<file path="src/rtl/bpsk_pkg.sv">
// Package: shared types, constants and the CORDIC arctangent table.
`default_nettype none
package bpsk_pkg;

  localparam int unsigned MaxSamplesDef  = 1024;
  localparam int unsigned CordicStepsDef = 16;

  typedef enum logic [1:0] {
    CMD_SAMPLE = 2'd0,
    CMD_DIFF   = 2'd1,
    CMD_DECODE = 2'd2,
    CMD_CLEAR  = 2'd3
  } cmd_e;

  typedef struct packed {
    logic [1:0]         command;
    logic signed [15:0] cur_i;
    logic signed [15:0] cur_q;
    logic signed [15:0] prev_i;
    logic signed [15:0] prev_q;
  } in_t;

  typedef struct packed {
    logic               bit_res;
    logic               empty_res;
    logic signed [15:0] phase_error;
    logic signed [31:0] amplitude_error;
    logic [10:0]        sample_count;
    logic               overflow;
  } out_t;

  // Commands from the controller to the datapath.
  typedef struct packed {
    logic       latch;
    logic       clear;
    logic       cordic_load;
    logic       cordic_sel_prev;
    logic       cordic_step;
    logic       grab_cur;
    logic       accum;
    logic       div_load_phase;
    logic       div_load_pow;
    logic       div_step;
    logic       div_grab_phase;
    logic       out_load;
    logic [4:0] k;
  } ctl_t;

  typedef struct packed {
    logic [1:0] cmd;
    logic       count_zero;
  } st_t;

  // atan(2^-k) with 2^31 = pi.
  function automatic logic [31:0] atan_f(input logic [4:0] k);
    logic [31:0] r;
    case (k)
      5'd0:  r = 32'h20000000;
      5'd1:  r = 32'h12E4051E;
      5'd2:  r = 32'h09FB385B;
      5'd3:  r = 32'h051111D4;
      5'd4:  r = 32'h028B0D43;
      5'd5:  r = 32'h0145D7E1;
      5'd6:  r = 32'h00A2F61E;
      5'd7:  r = 32'h00517C55;
      5'd8:  r = 32'h0028BE53;
      5'd9:  r = 32'h00145F2F;
      5'd10: r = 32'h000A2F98;
      5'd11: r = 32'h000517CC;
      5'd12: r = 32'h00028BE6;
      5'd13: r = 32'h000145F3;
      5'd14: r = 32'h0000A2F9;
      5'd15: r = 32'h0000517C;
      5'd16: r = 32'h000028BE;
      5'd17: r = 32'h0000145F;
      5'd18: r = 32'h00000A2F;
      5'd19: r = 32'h00000517;
      5'd20: r = 32'h0000028B;
      5'd21: r = 32'h00000145;
      5'd22: r = 32'h000000A2;
      5'd23: r = 32'h00000051;
      default: r = 32'h00000000;
    endcase
    return r;
  endfunction

endpackage
`default_nettype wire

</file>
<file path="src/rtl/bpsk_symbol_decider.sv">
// Top level: BPSK hard-decision symbol decider.
//
//   Channel  Direction  Handshake             Beat
//   in       input      in_valid_i/in_ready_o  in_data_i  (in_t)
//   out      output     out_valid_o/out_ready_i out_data_o (out_t)
//
// A new beat is taken only once the previous command is done. A sample command
// runs the single iterative CORDIC unit once and a differential command runs it
// twice. Decode runs the one-bit-per-cycle divider for phase error and then for
// power; an empty decode skips both divisions, and clear is applied in the idle
// state.
// Reset clears all accumulators. A result waiting in the output register stalls
// only a later decode; other commands continue.
`default_nettype none
module bpsk_symbol_decider import bpsk_pkg::*; #(
  parameter int unsigned MAX_SAMPLES  = MaxSamplesDef,
  parameter int unsigned CORDIC_STEPS = CordicStepsDef
) (
  input  wire logic clk_i,
  input  wire logic rst_ni,
  input  wire logic in_valid_i,
  output logic      in_ready_o,
  input  wire in_t  in_data_i,
  output logic      out_valid_o,
  input  wire logic out_ready_i,
  output out_t      out_data_o
);

  ctl_t ctl;
  st_t  st;

  bpsk_ctrl #(
    .MAX_SAMPLES (MAX_SAMPLES),
    .CORDIC_STEPS(CORDIC_STEPS)
  ) u_ctrl (
    .clk_i      (clk_i),
    .rst_ni     (rst_ni),
    .in_valid_i (in_valid_i),
    .in_ready_o (in_ready_o),
    .in_cmd_i   (in_data_i.command),
    .out_valid_o(out_valid_o),
    .out_ready_i(out_ready_i),
    .st_i       (st),
    .ctl_o      (ctl)
  );

  bpsk_datapath #(
    .MAX_SAMPLES(MAX_SAMPLES)
  ) u_datapath (
    .clk_i     (clk_i),
    .rst_ni    (rst_ni),
    .in_data_i (in_data_i),
    .ctl_i     (ctl),
    .st_o      (st),
    .out_data_o(out_data_o)
  );

endmodule
`default_nettype wire

</file>
<file path="src/rtl/bpsk_datapath.sv">
// Datapath: item register, iterative CORDIC, accumulators, divider, result register.
`default_nettype none
module bpsk_datapath import bpsk_pkg::*; #(
  parameter int unsigned MAX_SAMPLES = MaxSamplesDef
) (
  input  wire logic clk_i,
  input  wire logic rst_ni,
  input  wire in_t  in_data_i,
  input  wire ctl_t ctl_i,
  output st_t       st_o,
  output out_t      out_data_o
);

  localparam int unsigned CntW = $clog2(MAX_SAMPLES + 1);
  localparam int unsigned AbsW = 16 + CntW;
  localparam int unsigned SumW = 17 + CntW;
  localparam int unsigned PerW = 18 + CntW;
  localparam int unsigned DW   = 32 + CntW;

  in_t item_q;

  logic signed [35:0] x_q, y_q;
  logic [31:0]        z_q;
  logic               zero_q;
  logic [15:0]        cur_ph_q;
  logic [31:0]        pow_q;

  logic [AbsW-1:0]        abs_q;
  logic signed [SumW-1:0] sum_q;
  logic [CntW-1:0]        neg_q;
  logic [DW-1:0]          psum_q;
  logic [CntW-1:0]        cnt_q;
  logic                   drop_q;

  logic [DW-1:0]   dvd_q;
  logic [CntW-1:0] rem_q;
  logic            qneg_q;
  logic            bit_q;
  logic [15:0]     perr_q;
  out_t            out_q;

  // CORDIC source and step.
  logic signed [15:0] src_i, src_q;
  logic signed [16:0] ax, ay;
  logic signed [35:0] xs, ys;
  logic [31:0]        zr;
  logic [15:0]        phase;
  logic [15:0]        code;
  logic signed [16:0] p_ext;
  logic [16:0]        p_abs;
  logic               bit_d;
  logic signed [PerW-1:0] adj, num;
  logic [PerW-1:0]    mag;
  logic [CntW:0]      rem_sh;
  logic               ge;

  always_comb begin
    src_i = ctl_i.cordic_sel_prev ? item_q.prev_i : item_q.cur_i;
    src_q = ctl_i.cordic_sel_prev ? item_q.prev_q : item_q.cur_q;
    ax = src_i[15] ? -17'(src_i) : 17'(src_i);
    ay = src_i[15] ? -17'(src_q) : 17'(src_q);
    xs = x_q >>> ctl_i.k;
    ys = y_q >>> ctl_i.k;
    zr = z_q + 32'h0000_8000;
    phase = zero_q ? 16'd0 : zr[31:16];
    code = (item_q.command == CMD_DIFF) ? (cur_ph_q - phase) : phase;
    p_ext = 17'(signed'(code));
    p_abs = p_ext[16] ? unsigned'(-p_ext) : unsigned'(p_ext);
    bit_d = abs_q >= AbsW'({cnt_q, 14'b0});
    adj = (PerW'({neg_q, 1'b0}) - PerW'(cnt_q)) <<< 15;
    num = PerW'(sum_q) + (bit_d ? adj : '0);
    mag = num[PerW-1] ? unsigned'(-num) : unsigned'(num);
    rem_sh = {rem_q, dvd_q[DW-1]};
    ge = rem_sh >= (CntW+1)'(cnt_q);
  end

  always_ff @(posedge clk_i) begin
    if (ctl_i.latch) begin
      item_q <= in_data_i;
    end
    if (ctl_i.cordic_load) begin
      zero_q <= (src_i == 16'sd0) && (src_q == 16'sd0);
      x_q <= {{3{ax[16]}}, ax, 16'b0};
      y_q <= {{3{ay[16]}}, ay, 16'b0};
      z_q <= src_i[15] ? 32'h8000_0000 : 32'h0;
      if (!ctl_i.cordic_sel_prev) begin
        pow_q <= 32'(item_q.cur_i) * 32'(item_q.cur_i)
               + 32'(item_q.cur_q) * 32'(item_q.cur_q);
      end
    end else if (ctl_i.cordic_step) begin
      if (!y_q[35]) begin
        x_q <= x_q + ys;
        y_q <= y_q - xs;
        z_q <= z_q + atan_f(ctl_i.k);
      end else begin
        x_q <= x_q - ys;
        y_q <= y_q + xs;
        z_q <= z_q - atan_f(ctl_i.k);
      end
    end
    if (ctl_i.grab_cur) begin
      cur_ph_q <= phase;
    end
    if (ctl_i.div_load_phase) begin
      bit_q  <= bit_d;
      qneg_q <= num[PerW-1];
      dvd_q  <= DW'(mag);
      rem_q  <= '0;
    end else if (ctl_i.div_load_pow) begin
      dvd_q <= psum_q;
      rem_q <= '0;
    end else if (ctl_i.div_step) begin
      dvd_q <= {dvd_q[DW-2:0], ge};
      rem_q <= ge ? CntW'(rem_sh - (CntW+1)'(cnt_q)) : rem_sh[CntW-1:0];
    end
    if (ctl_i.div_grab_phase) begin
      perr_q <= qneg_q ? -dvd_q[15:0] : dvd_q[15:0];
    end
    if (ctl_i.out_load) begin
      if (cnt_q == '0) begin
        out_q.bit_res         <= 1'b0;
        out_q.empty_res       <= 1'b1;
        out_q.phase_error     <= '0;
        out_q.amplitude_error <= '0;
        out_q.sample_count    <= '0;
        out_q.overflow        <= 1'b0;
      end else begin
        out_q.bit_res         <= bit_q;
        out_q.empty_res       <= 1'b0;
        out_q.phase_error     <= perr_q;
        out_q.amplitude_error <= dvd_q[31:0] - 32'h4000_0000;
        out_q.sample_count    <= 11'(cnt_q);
        out_q.overflow        <= drop_q;
      end
    end
  end

  always_ff @(posedge clk_i or negedge rst_ni) begin
    if (!rst_ni) begin
      abs_q  <= '0;
      sum_q  <= '0;
      neg_q  <= '0;
      psum_q <= '0;
      cnt_q  <= '0;
      drop_q <= 1'b0;
    end else if (ctl_i.clear) begin
      abs_q  <= '0;
      sum_q  <= '0;
      neg_q  <= '0;
      psum_q <= '0;
      cnt_q  <= '0;
      drop_q <= 1'b0;
    end else if (ctl_i.accum) begin
      if (cnt_q >= CntW'(MAX_SAMPLES)) begin
        drop_q <= 1'b1;
      end else begin
        sum_q  <= sum_q + SumW'(p_ext);
        abs_q  <= abs_q + AbsW'(p_abs);
        neg_q  <= neg_q + CntW'(p_ext[16]);
        psum_q <= psum_q + DW'(pow_q);
        cnt_q  <= cnt_q + 1'b1;
      end
    end
  end

  assign st_o.cmd        = item_q.command;
  assign st_o.count_zero = (cnt_q == '0);
  assign out_data_o      = out_q;

endmodule
`default_nettype wire

</file>
<file path="src/rtl/bpsk_ctrl.sv">
// Controller: sequences CORDIC passes, accumulation, the two divisions and the result beat.
`default_nettype none
module bpsk_ctrl import bpsk_pkg::*; #(
  parameter int unsigned MAX_SAMPLES  = MaxSamplesDef,
  parameter int unsigned CORDIC_STEPS = CordicStepsDef
) (
  input  wire logic clk_i,
  input  wire logic rst_ni,
  input  wire logic in_valid_i,
  output logic      in_ready_o,
  input  wire logic [1:0] in_cmd_i,
  output logic      out_valid_o,
  input  wire logic out_ready_i,
  input  wire st_t  st_i,
  output ctl_t      ctl_o
);

  localparam int unsigned CntW = $clog2(MAX_SAMPLES + 1);
  localparam int unsigned DW   = 32 + CntW;
  localparam int unsigned CW   = $clog2(DW + 1);

  localparam logic [3:0] S_IDLE   = 4'd0;
  localparam logic [3:0] S_LOAD   = 4'd1;
  localparam logic [3:0] S_CORDIC = 4'd2;
  localparam logic [3:0] S_ACCUM  = 4'd3;
  localparam logic [3:0] S_DEC    = 4'd4;
  localparam logic [3:0] S_DIVP   = 4'd5;
  localparam logic [3:0] S_GRAB   = 4'd6;
  localparam logic [3:0] S_DIVA   = 4'd7;
  localparam logic [3:0] S_OUT    = 4'd8;

  logic [3:0]    state_q, state_d;
  logic [CW-1:0] cnt_q, cnt_d;
  logic          pass_q, pass_d;
  logic          ov_q, ov_d;

  always_comb begin
    state_d = state_q;
    cnt_d   = cnt_q;
    pass_d  = pass_q;
    ov_d    = ov_q && !out_ready_i;
    ctl_o   = '0;
    ctl_o.k = cnt_q[4:0];
    ctl_o.cordic_sel_prev = pass_q;
    in_ready_o = (state_q == S_IDLE);
    case (state_q)
      S_IDLE: begin
        if (in_valid_i) begin
          ctl_o.latch = 1'b1;
          pass_d = 1'b0;
          case (in_cmd_i)
            CMD_SAMPLE, CMD_DIFF: state_d = S_LOAD;
            CMD_DECODE:           state_d = S_DEC;
            default:              ctl_o.clear = 1'b1;
          endcase
        end
      end
      S_LOAD: begin
        ctl_o.cordic_load = 1'b1;
        ctl_o.grab_cur    = pass_q;
        cnt_d   = '0;
        state_d = S_CORDIC;
      end
      S_CORDIC: begin
        ctl_o.cordic_step = 1'b1;
        cnt_d = cnt_q + 1'b1;
        if (cnt_q == CW'(CORDIC_STEPS - 1)) begin
          if (st_i.cmd == CMD_DIFF && !pass_q) begin
            pass_d  = 1'b1;
            state_d = S_LOAD;
          end else begin
            state_d = S_ACCUM;
          end
        end
      end
      S_ACCUM: begin
        ctl_o.accum = 1'b1;
        state_d = S_IDLE;
      end
      S_DEC: begin
        if (st_i.count_zero) begin
          state_d = S_OUT;
        end else begin
          ctl_o.div_load_phase = 1'b1;
          cnt_d   = '0;
          state_d = S_DIVP;
        end
      end
      S_DIVP: begin
        ctl_o.div_step = 1'b1;
        cnt_d = cnt_q + 1'b1;
        if (cnt_q == CW'(DW - 1)) begin
          state_d = S_GRAB;
        end
      end
      S_GRAB: begin
        ctl_o.div_grab_phase = 1'b1;
        ctl_o.div_load_pow   = 1'b1;
        cnt_d   = '0;
        state_d = S_DIVA;
      end
      S_DIVA: begin
        ctl_o.div_step = 1'b1;
        cnt_d = cnt_q + 1'b1;
        if (cnt_q == CW'(DW - 1)) begin
          state_d = S_OUT;
        end
      end
      S_OUT: begin
        // The result register may still hold an earlier beat.
        if (!ov_q || out_ready_i) begin
          ctl_o.out_load = 1'b1;
          ov_d    = 1'b1;
          state_d = S_IDLE;
        end
      end
      default: state_d = S_IDLE;
    endcase
  end

  always_ff @(posedge clk_i or negedge rst_ni) begin
    if (!rst_ni) begin
      state_q <= S_IDLE;
      cnt_q   <= '0;
      pass_q  <= 1'b0;
      ov_q    <= 1'b0;
    end else begin
      state_q <= state_d;
      cnt_q   <= cnt_d;
      pass_q  <= pass_d;
      ov_q    <= ov_d;
    end
  end

  assign out_valid_o = ov_q;

endmodule
`default_nettype wire

</file>
<file path="config.mk">
export PLATFORM = sky130hd
export DESIGN_NAME = bpsk_symbol_decider
export DESIGN_NICKNAME = d
export VERILOG_FILES = /design/src/rtl/bpsk_pkg.sv /design/src/rtl/bpsk_symbol_decider.sv /design/src/rtl/bpsk_datapath.sv /design/src/rtl/bpsk_ctrl.sv
export SDC_FILE = /design/constraint.sdc
export NUM_CORES = 2
export LEC_CHECK = 0
export ABC_AREA = 0
export ABC_CLOCK_PERIOD_IN_PS = 20900
export BUFFER_PORTS_ARGS = -buffer_cell sky130_fd_sc_hd__buf_2
export CAP_MARGIN = 10
export CORE_MARGIN = 1.5
export CORE_UTILIZATION = 50
export DETAILED_ROUTE_END_ITERATION = 10
export PLACE_DENSITY = 0.74
export SETUP_SLACK_MARGIN = 0.1
export SLEW_MARGIN = 20
export SYNTH_ARGS = -nofsm -noshare
export SYNTH_HDL_FRONTEND = slang
export SYNTH_SLANG_ARGS = --single-unit
</file>
<file path="constraint.sdc">
create_clock -name clk_i -period 20.9 [get_ports clk_i]
set_input_delay 1.045 -clock clk_i [delete_from_list [all_inputs] [get_ports clk_i]]
set_output_delay 1.045 -clock clk_i [all_outputs]
set_load 0.01 [all_outputs]
</file>
==> impl_table.tex <==
\begin{tabular}{lr}
\hline
Metric & Value \\
\hline
\multicolumn{2}{l}{\textbf{Outcome}} \\
Run status & finished, final reports clean \\
\multicolumn{2}{l}{\textbf{Critical path}} \\
Sum of buffers and inverters on the critical path & 3 \\
Slowest cell on the critical path & sky130\_fd\_sc\_hd\_\_fa\_1 \\
Internal reg-to-reg setup slack & 12.29 ns \\
Max incr delay on CP & about 1.1 ns \\
Start-to-end type of the worst setup path & reg2reg \\
WP data arrival & 9.06 ns \\
Crit path capture type & flip-flop \\
Worst reg2reg startpoint & u\_datapath.item\_q[50] \\
List of cells traversed by the critical path & nand2\_1 > inv\_1 > fa\_1 > fa\_1 > fa\_1 > inv\_1 > fa\_1 > fa\_1 > fa\_1 > fa\_1 > fa\_1 > inv\_1 > ha\_1 > nand2\_1 > nor2\_1 > a221oi\_1 > a2111oi\_0 > nor3\_1 > o41ai\_1 > a21oi\_1 > xnor2\_1 \\
Most used cell along the critical path & sky130\_fd\_sc\_hd\_\_fa\_1 \\
CP top delay family & adder cells \\
Required time at the endpoint of the critical path & 21.35 ns \\
Launch point of the worst path & u\_datapath.item\_q[50] \\
Worst setup SP type & flip-flop \\
Worst-path fanout max & 21 \\
\multicolumn{2}{l}{\textbf{Clocking}} \\
Total number of clock tree sinks & $\sim$490 \\
Setup Fix Bufs, Post-CTS & 0 \\
Worst-skew pair later-pin latency & between 0.7 and 0.8 ns \\
Number of CTS-inserted buffers & 58 \\
Hold buffer count at cts & 0 \\
Max Root-Sink Buffers & 3 \\
TritonCTS clock tree & built \\
Clock-pin slew of the registers on the worst-case setup and hold paths & 0.07 ns \\
Post-CTS resize count & 0 \\
H-Tree Level Count & 2 \\
Buffer type at the clock tree root & sky130\_fd\_sc\_hd\_\_clkbuf\_16 \\
\multicolumn{2}{l}{\textbf{Synth}} \\
Fraction of synthesis flops using an asynchronous set or reset pin & 0.2737 \\
Fraction of the yosys area taken by sequential cells & 0.2385 \\
FF+latch count, synth & 486 \\
Number of synthesis warnings & 0 \\
Post-synthesis average cell area & about 9.2 µm² \\
Count of unique library cells instantiated by Yosys & between 90 and 100 \\
Syn\_nets & between 7000 and 8000 \\
Most used DFF post-synth & sky130\_fd\_sc\_hd\_\_edfxtp\_1 \\
Post-Synthesis Cell Area & about 56000 µm² \\
Number of synthesized flops with an enable pin & between 200 and 300 \\
Post-Synthesis Cells & 6083 \\
\multicolumn{2}{l}{\textbf{Timing}} \\
Total count of max-transition violations in the final report & 0 \\
Final period utilization & 0.4119 \\
Final Hold Viols & 0 \\
RSZ-0062 raised after global routing & false \\
Least setup slack across all paths after layout & 12.29 ns \\
Peak Freq & 116.2 MHz \\
Post-route minimum period & between 8 and 9 ns \\
Total of endpoints with negative setup slack in the final report & 0 \\
Fin Setup TNS & 0 ns \\
Worst clock skew & roughly 0.07 ns \\
Worst max-slew margin expressed relative to the limit & 0.2790 \\
Tightest Pin Transition & approximately 1.1 ns \\
\multicolumn{2}{l}{\textbf{GRT}} \\
Vias in the first global route & roughly 44000 \\
Remaining Overflow, GRT & 0 \\
Combined global-route utilization of all metal layers & 0.2629 \\
Maximum number of pins on one net before global-route repair & $\sim$110 \\
Initial antenna violation count & 1 \\
Global-route wire length before repair & between 200000 and 250000 µm \\
\multicolumn{2}{l}{\textbf{Final layout}} \\
Post-layout nets & approximately 7100 \\
Fraction of layout cells with a size suffix above 1 & 0.07692 \\
Area overhead of the layout relative to synthesis & 6.866\% \\
Filler cells & around 9900 \\
Most common cell after layout, fill and taps aside & sky130\_fd\_sc\_hd\_\_inv\_1 \\
Final core utilization & 0.5400 \\
Most frequent cells in the layout & sky130\_fd\_sc\_hd\_\_inv\_1 (797), sky130\_fd\_sc\_hd\_\_nand2\_1 (552), sky130\_fd\_sc\_hd\_\_fa\_1 (530), sky130\_fd\_sc\_hd\_\_ha\_1 (407), sky130\_fd\_sc\_hd\_\_nor2\_1 (404) \\
\multicolumn{2}{l}{\textbf{Floorplanning}} \\
Floorplan die height & around 340 µm \\
I/O Pins & between 100 and 150 \\
Floorplan die width & between 300 and 400 µm \\
Initial Util & 0.5053 \\
Area enclosed by the die boundary & about 110000 µm² \\
Std cell rows & 122 \\
Placeable core region & 110800 µm² \\
\multicolumn{2}{l}{\textbf{Place}} \\
HPWL Detailed & about 120000 µm \\
Weighted congestion at the end of routability-driven global placement & a little under 1 \\
Worst-case setup slack after placement & approximately 12 ns \\
Count of input and output buffers & $\sim$130 \\
\multicolumn{2}{l}{\textbf{Drt}} \\
Routed wire length & $\sim$150000 µm \\
Average wire per standard cell & about 20 µm \\
Vias per std cell & roughly 5.9 \\
Initial DRT Pass Iterations & 6 \\
Remaining number of nets flagged by the antenna check after routing & 0 \\
Via count of the routed design & between 40000 and 50000 \\
DRC & 0 \\
Drt initial violations & roughly 4000 \\
\multicolumn{2}{l}{\textbf{Min path}} \\
Hold/Removal Path Class & in2async \\
\multicolumn{2}{l}{\textbf{Run}} \\
Total of max-cap violations & 0 \\
\hline
\end{tabular}
==> metrics by stage <==
stage / cells / hold WS (ns) / area, µm²
floorplan: 6083 / 0.4245 / 56000
global placement: 7488 / 0.4345 / 57870
detailed placement: 7488 / 0.4476 / 57880
CTS: 7598 / 0.3670 / 59830
global route: 7598 / 0.4105 / 59840
finish: 7599 / 0.3379 / 59840
==> routing by layer <==
metal / vias up / part of all wire / track usage
li1: 20648 / - / -
met1: 21754 / 0.43 / 0.3669
met2: 1839 / 0.45 / 0.4135
met3: 277 / 0.087 / 0.05157
met4: 2 / 0.031 / 0.07938
met5: - / 0.000080 / 0
==> cell type report <==
| class | instances | area (µm²) | share of cell area |
|---|---|---|---|
| Multi-Input combinational cell | 4522 | 38560 | 0.6444 |
| Sequential cell | 486 | 13370 | 0.2234 |
| Inverter | 806 | 3025 | 0.05055 |
| Tap cell | 1488 | 1862 | 0.03111 |
| Clock buffer | 70 | 1526 | 0.02551 |
| Timing Repair Buffer | 186 | 1070 | 0.01788 |
| Clock inverter | 40 | 426.7 | 0.007129 |
| Antenna cell | 1 | 2.502 | 0.00004181 |
==> flip-flops by register name, indices dropped and copies added (netlist names), 27 cells and up <==
name	flops
u_datapath.y_q	36
u_datapath.psum_q	43
u_datapath.x_q	36
u_datapath.dvd_q	43
u_datapath.z_q	32
u_datapath.sum_q	28
u_datapath.pow_q	32
u_datapath.out_data_o	62
u_datapath.abs_q	27
u_datapath.item_q	64
==> cells by family after synthesis <==
family                   after synthesis  share of synthesized area
XOR/XNOR                             437                    0.06835
adder cells (fa/ha/maj)              938                     0.2806
flip-flops                           486                     0.2385
buffers and inverters               1075                    0.07438
multiplexers                         216                    0.05747
AND/OR/NAND/NOR                     1717                     0.1460
other                                  1                 0.00006696
AO/OA/AOI/OAI                       1213                     0.1347
==> Yosys cell counts (all sizes together) (32+ instances only) <==
library cell	number	area [µm²]
edfxtp	296	8889
dfxtp	57	1141
buf	64	370.4
nand4	41	256.5
o21a	43	322.8
nand3	139	695.7
ha	407	5092
or2	32	200.2
fa	530	10610
o31ai	38	285.3
clkbuf	205	769.5
dfrtp	133	3328
a31oi	50	312.8
xnor2	249	2181
mux2i	110	1101
a21o	106	795.8
mux4	82	1847
a211oi	39	292.8
nor3	105	540.5
inv	802	3010
xor2	188	1647
a21oi	294	1475
and3	42	262.8
o22ai	54	337.8
nor2b	53	331.6
nand2	554	2079
or3	41	256.5
and2	161	1007
o21ai	371	1857
nand2b	67	419.2
nor2	406	1524
==> worst register-to-register path, stage by stage (launching register included) <==
cell and delay (ns):
sky130_fd_sc_hd__edfxtp_1 0.91, sky130_fd_sc_hd__nand2_1 0.22, sky130_fd_sc_hd__inv_1 0.18, sky130_fd_sc_hd__fa_1 0.45, sky130_fd_sc_hd__fa_1 0.49, sky130_fd_sc_hd__fa_1 1.11, sky130_fd_sc_hd__inv_1 0.17, sky130_fd_sc_hd__fa_1 0.61
sky130_fd_sc_hd__fa_1 0.47, sky130_fd_sc_hd__fa_1 0.57, sky130_fd_sc_hd__fa_1 0.43, sky130_fd_sc_hd__fa_1 0.49, sky130_fd_sc_hd__inv_1 0.04, sky130_fd_sc_hd__ha_1 0.37, sky130_fd_sc_hd__nand2_1 0.09, sky130_fd_sc_hd__nor2_1 0.10
sky130_fd_sc_hd__a221oi_1 0.12, sky130_fd_sc_hd__a2111oi_0 0.65, sky130_fd_sc_hd__nor3_1 0.18, sky130_fd_sc_hd__o41ai_1 0.40, sky130_fd_sc_hd__a21oi_1 0.14, sky130_fd_sc_hd__xnor2_1 0.15
==> final timing paths <==
path                                        end  cells after the start
setup reg to reg           u_datapath.pow_q[31]                     21
hold / removal             u_datapath.sum_q[21]                      1
max in group asynchronous  u_datapath.psum_q[6]                      2
hold reg to reg            u_datapath.dvd_q[36]                      2
min in group clk_i         u_datapath.dvd_q[36]                      2
setup / recovery           u_datapath.pow_q[31]                     21
Power is left out: the tool's default activity adds up to more than one toggle a clock period on the data nets, which glitch-free logic cannot reach.
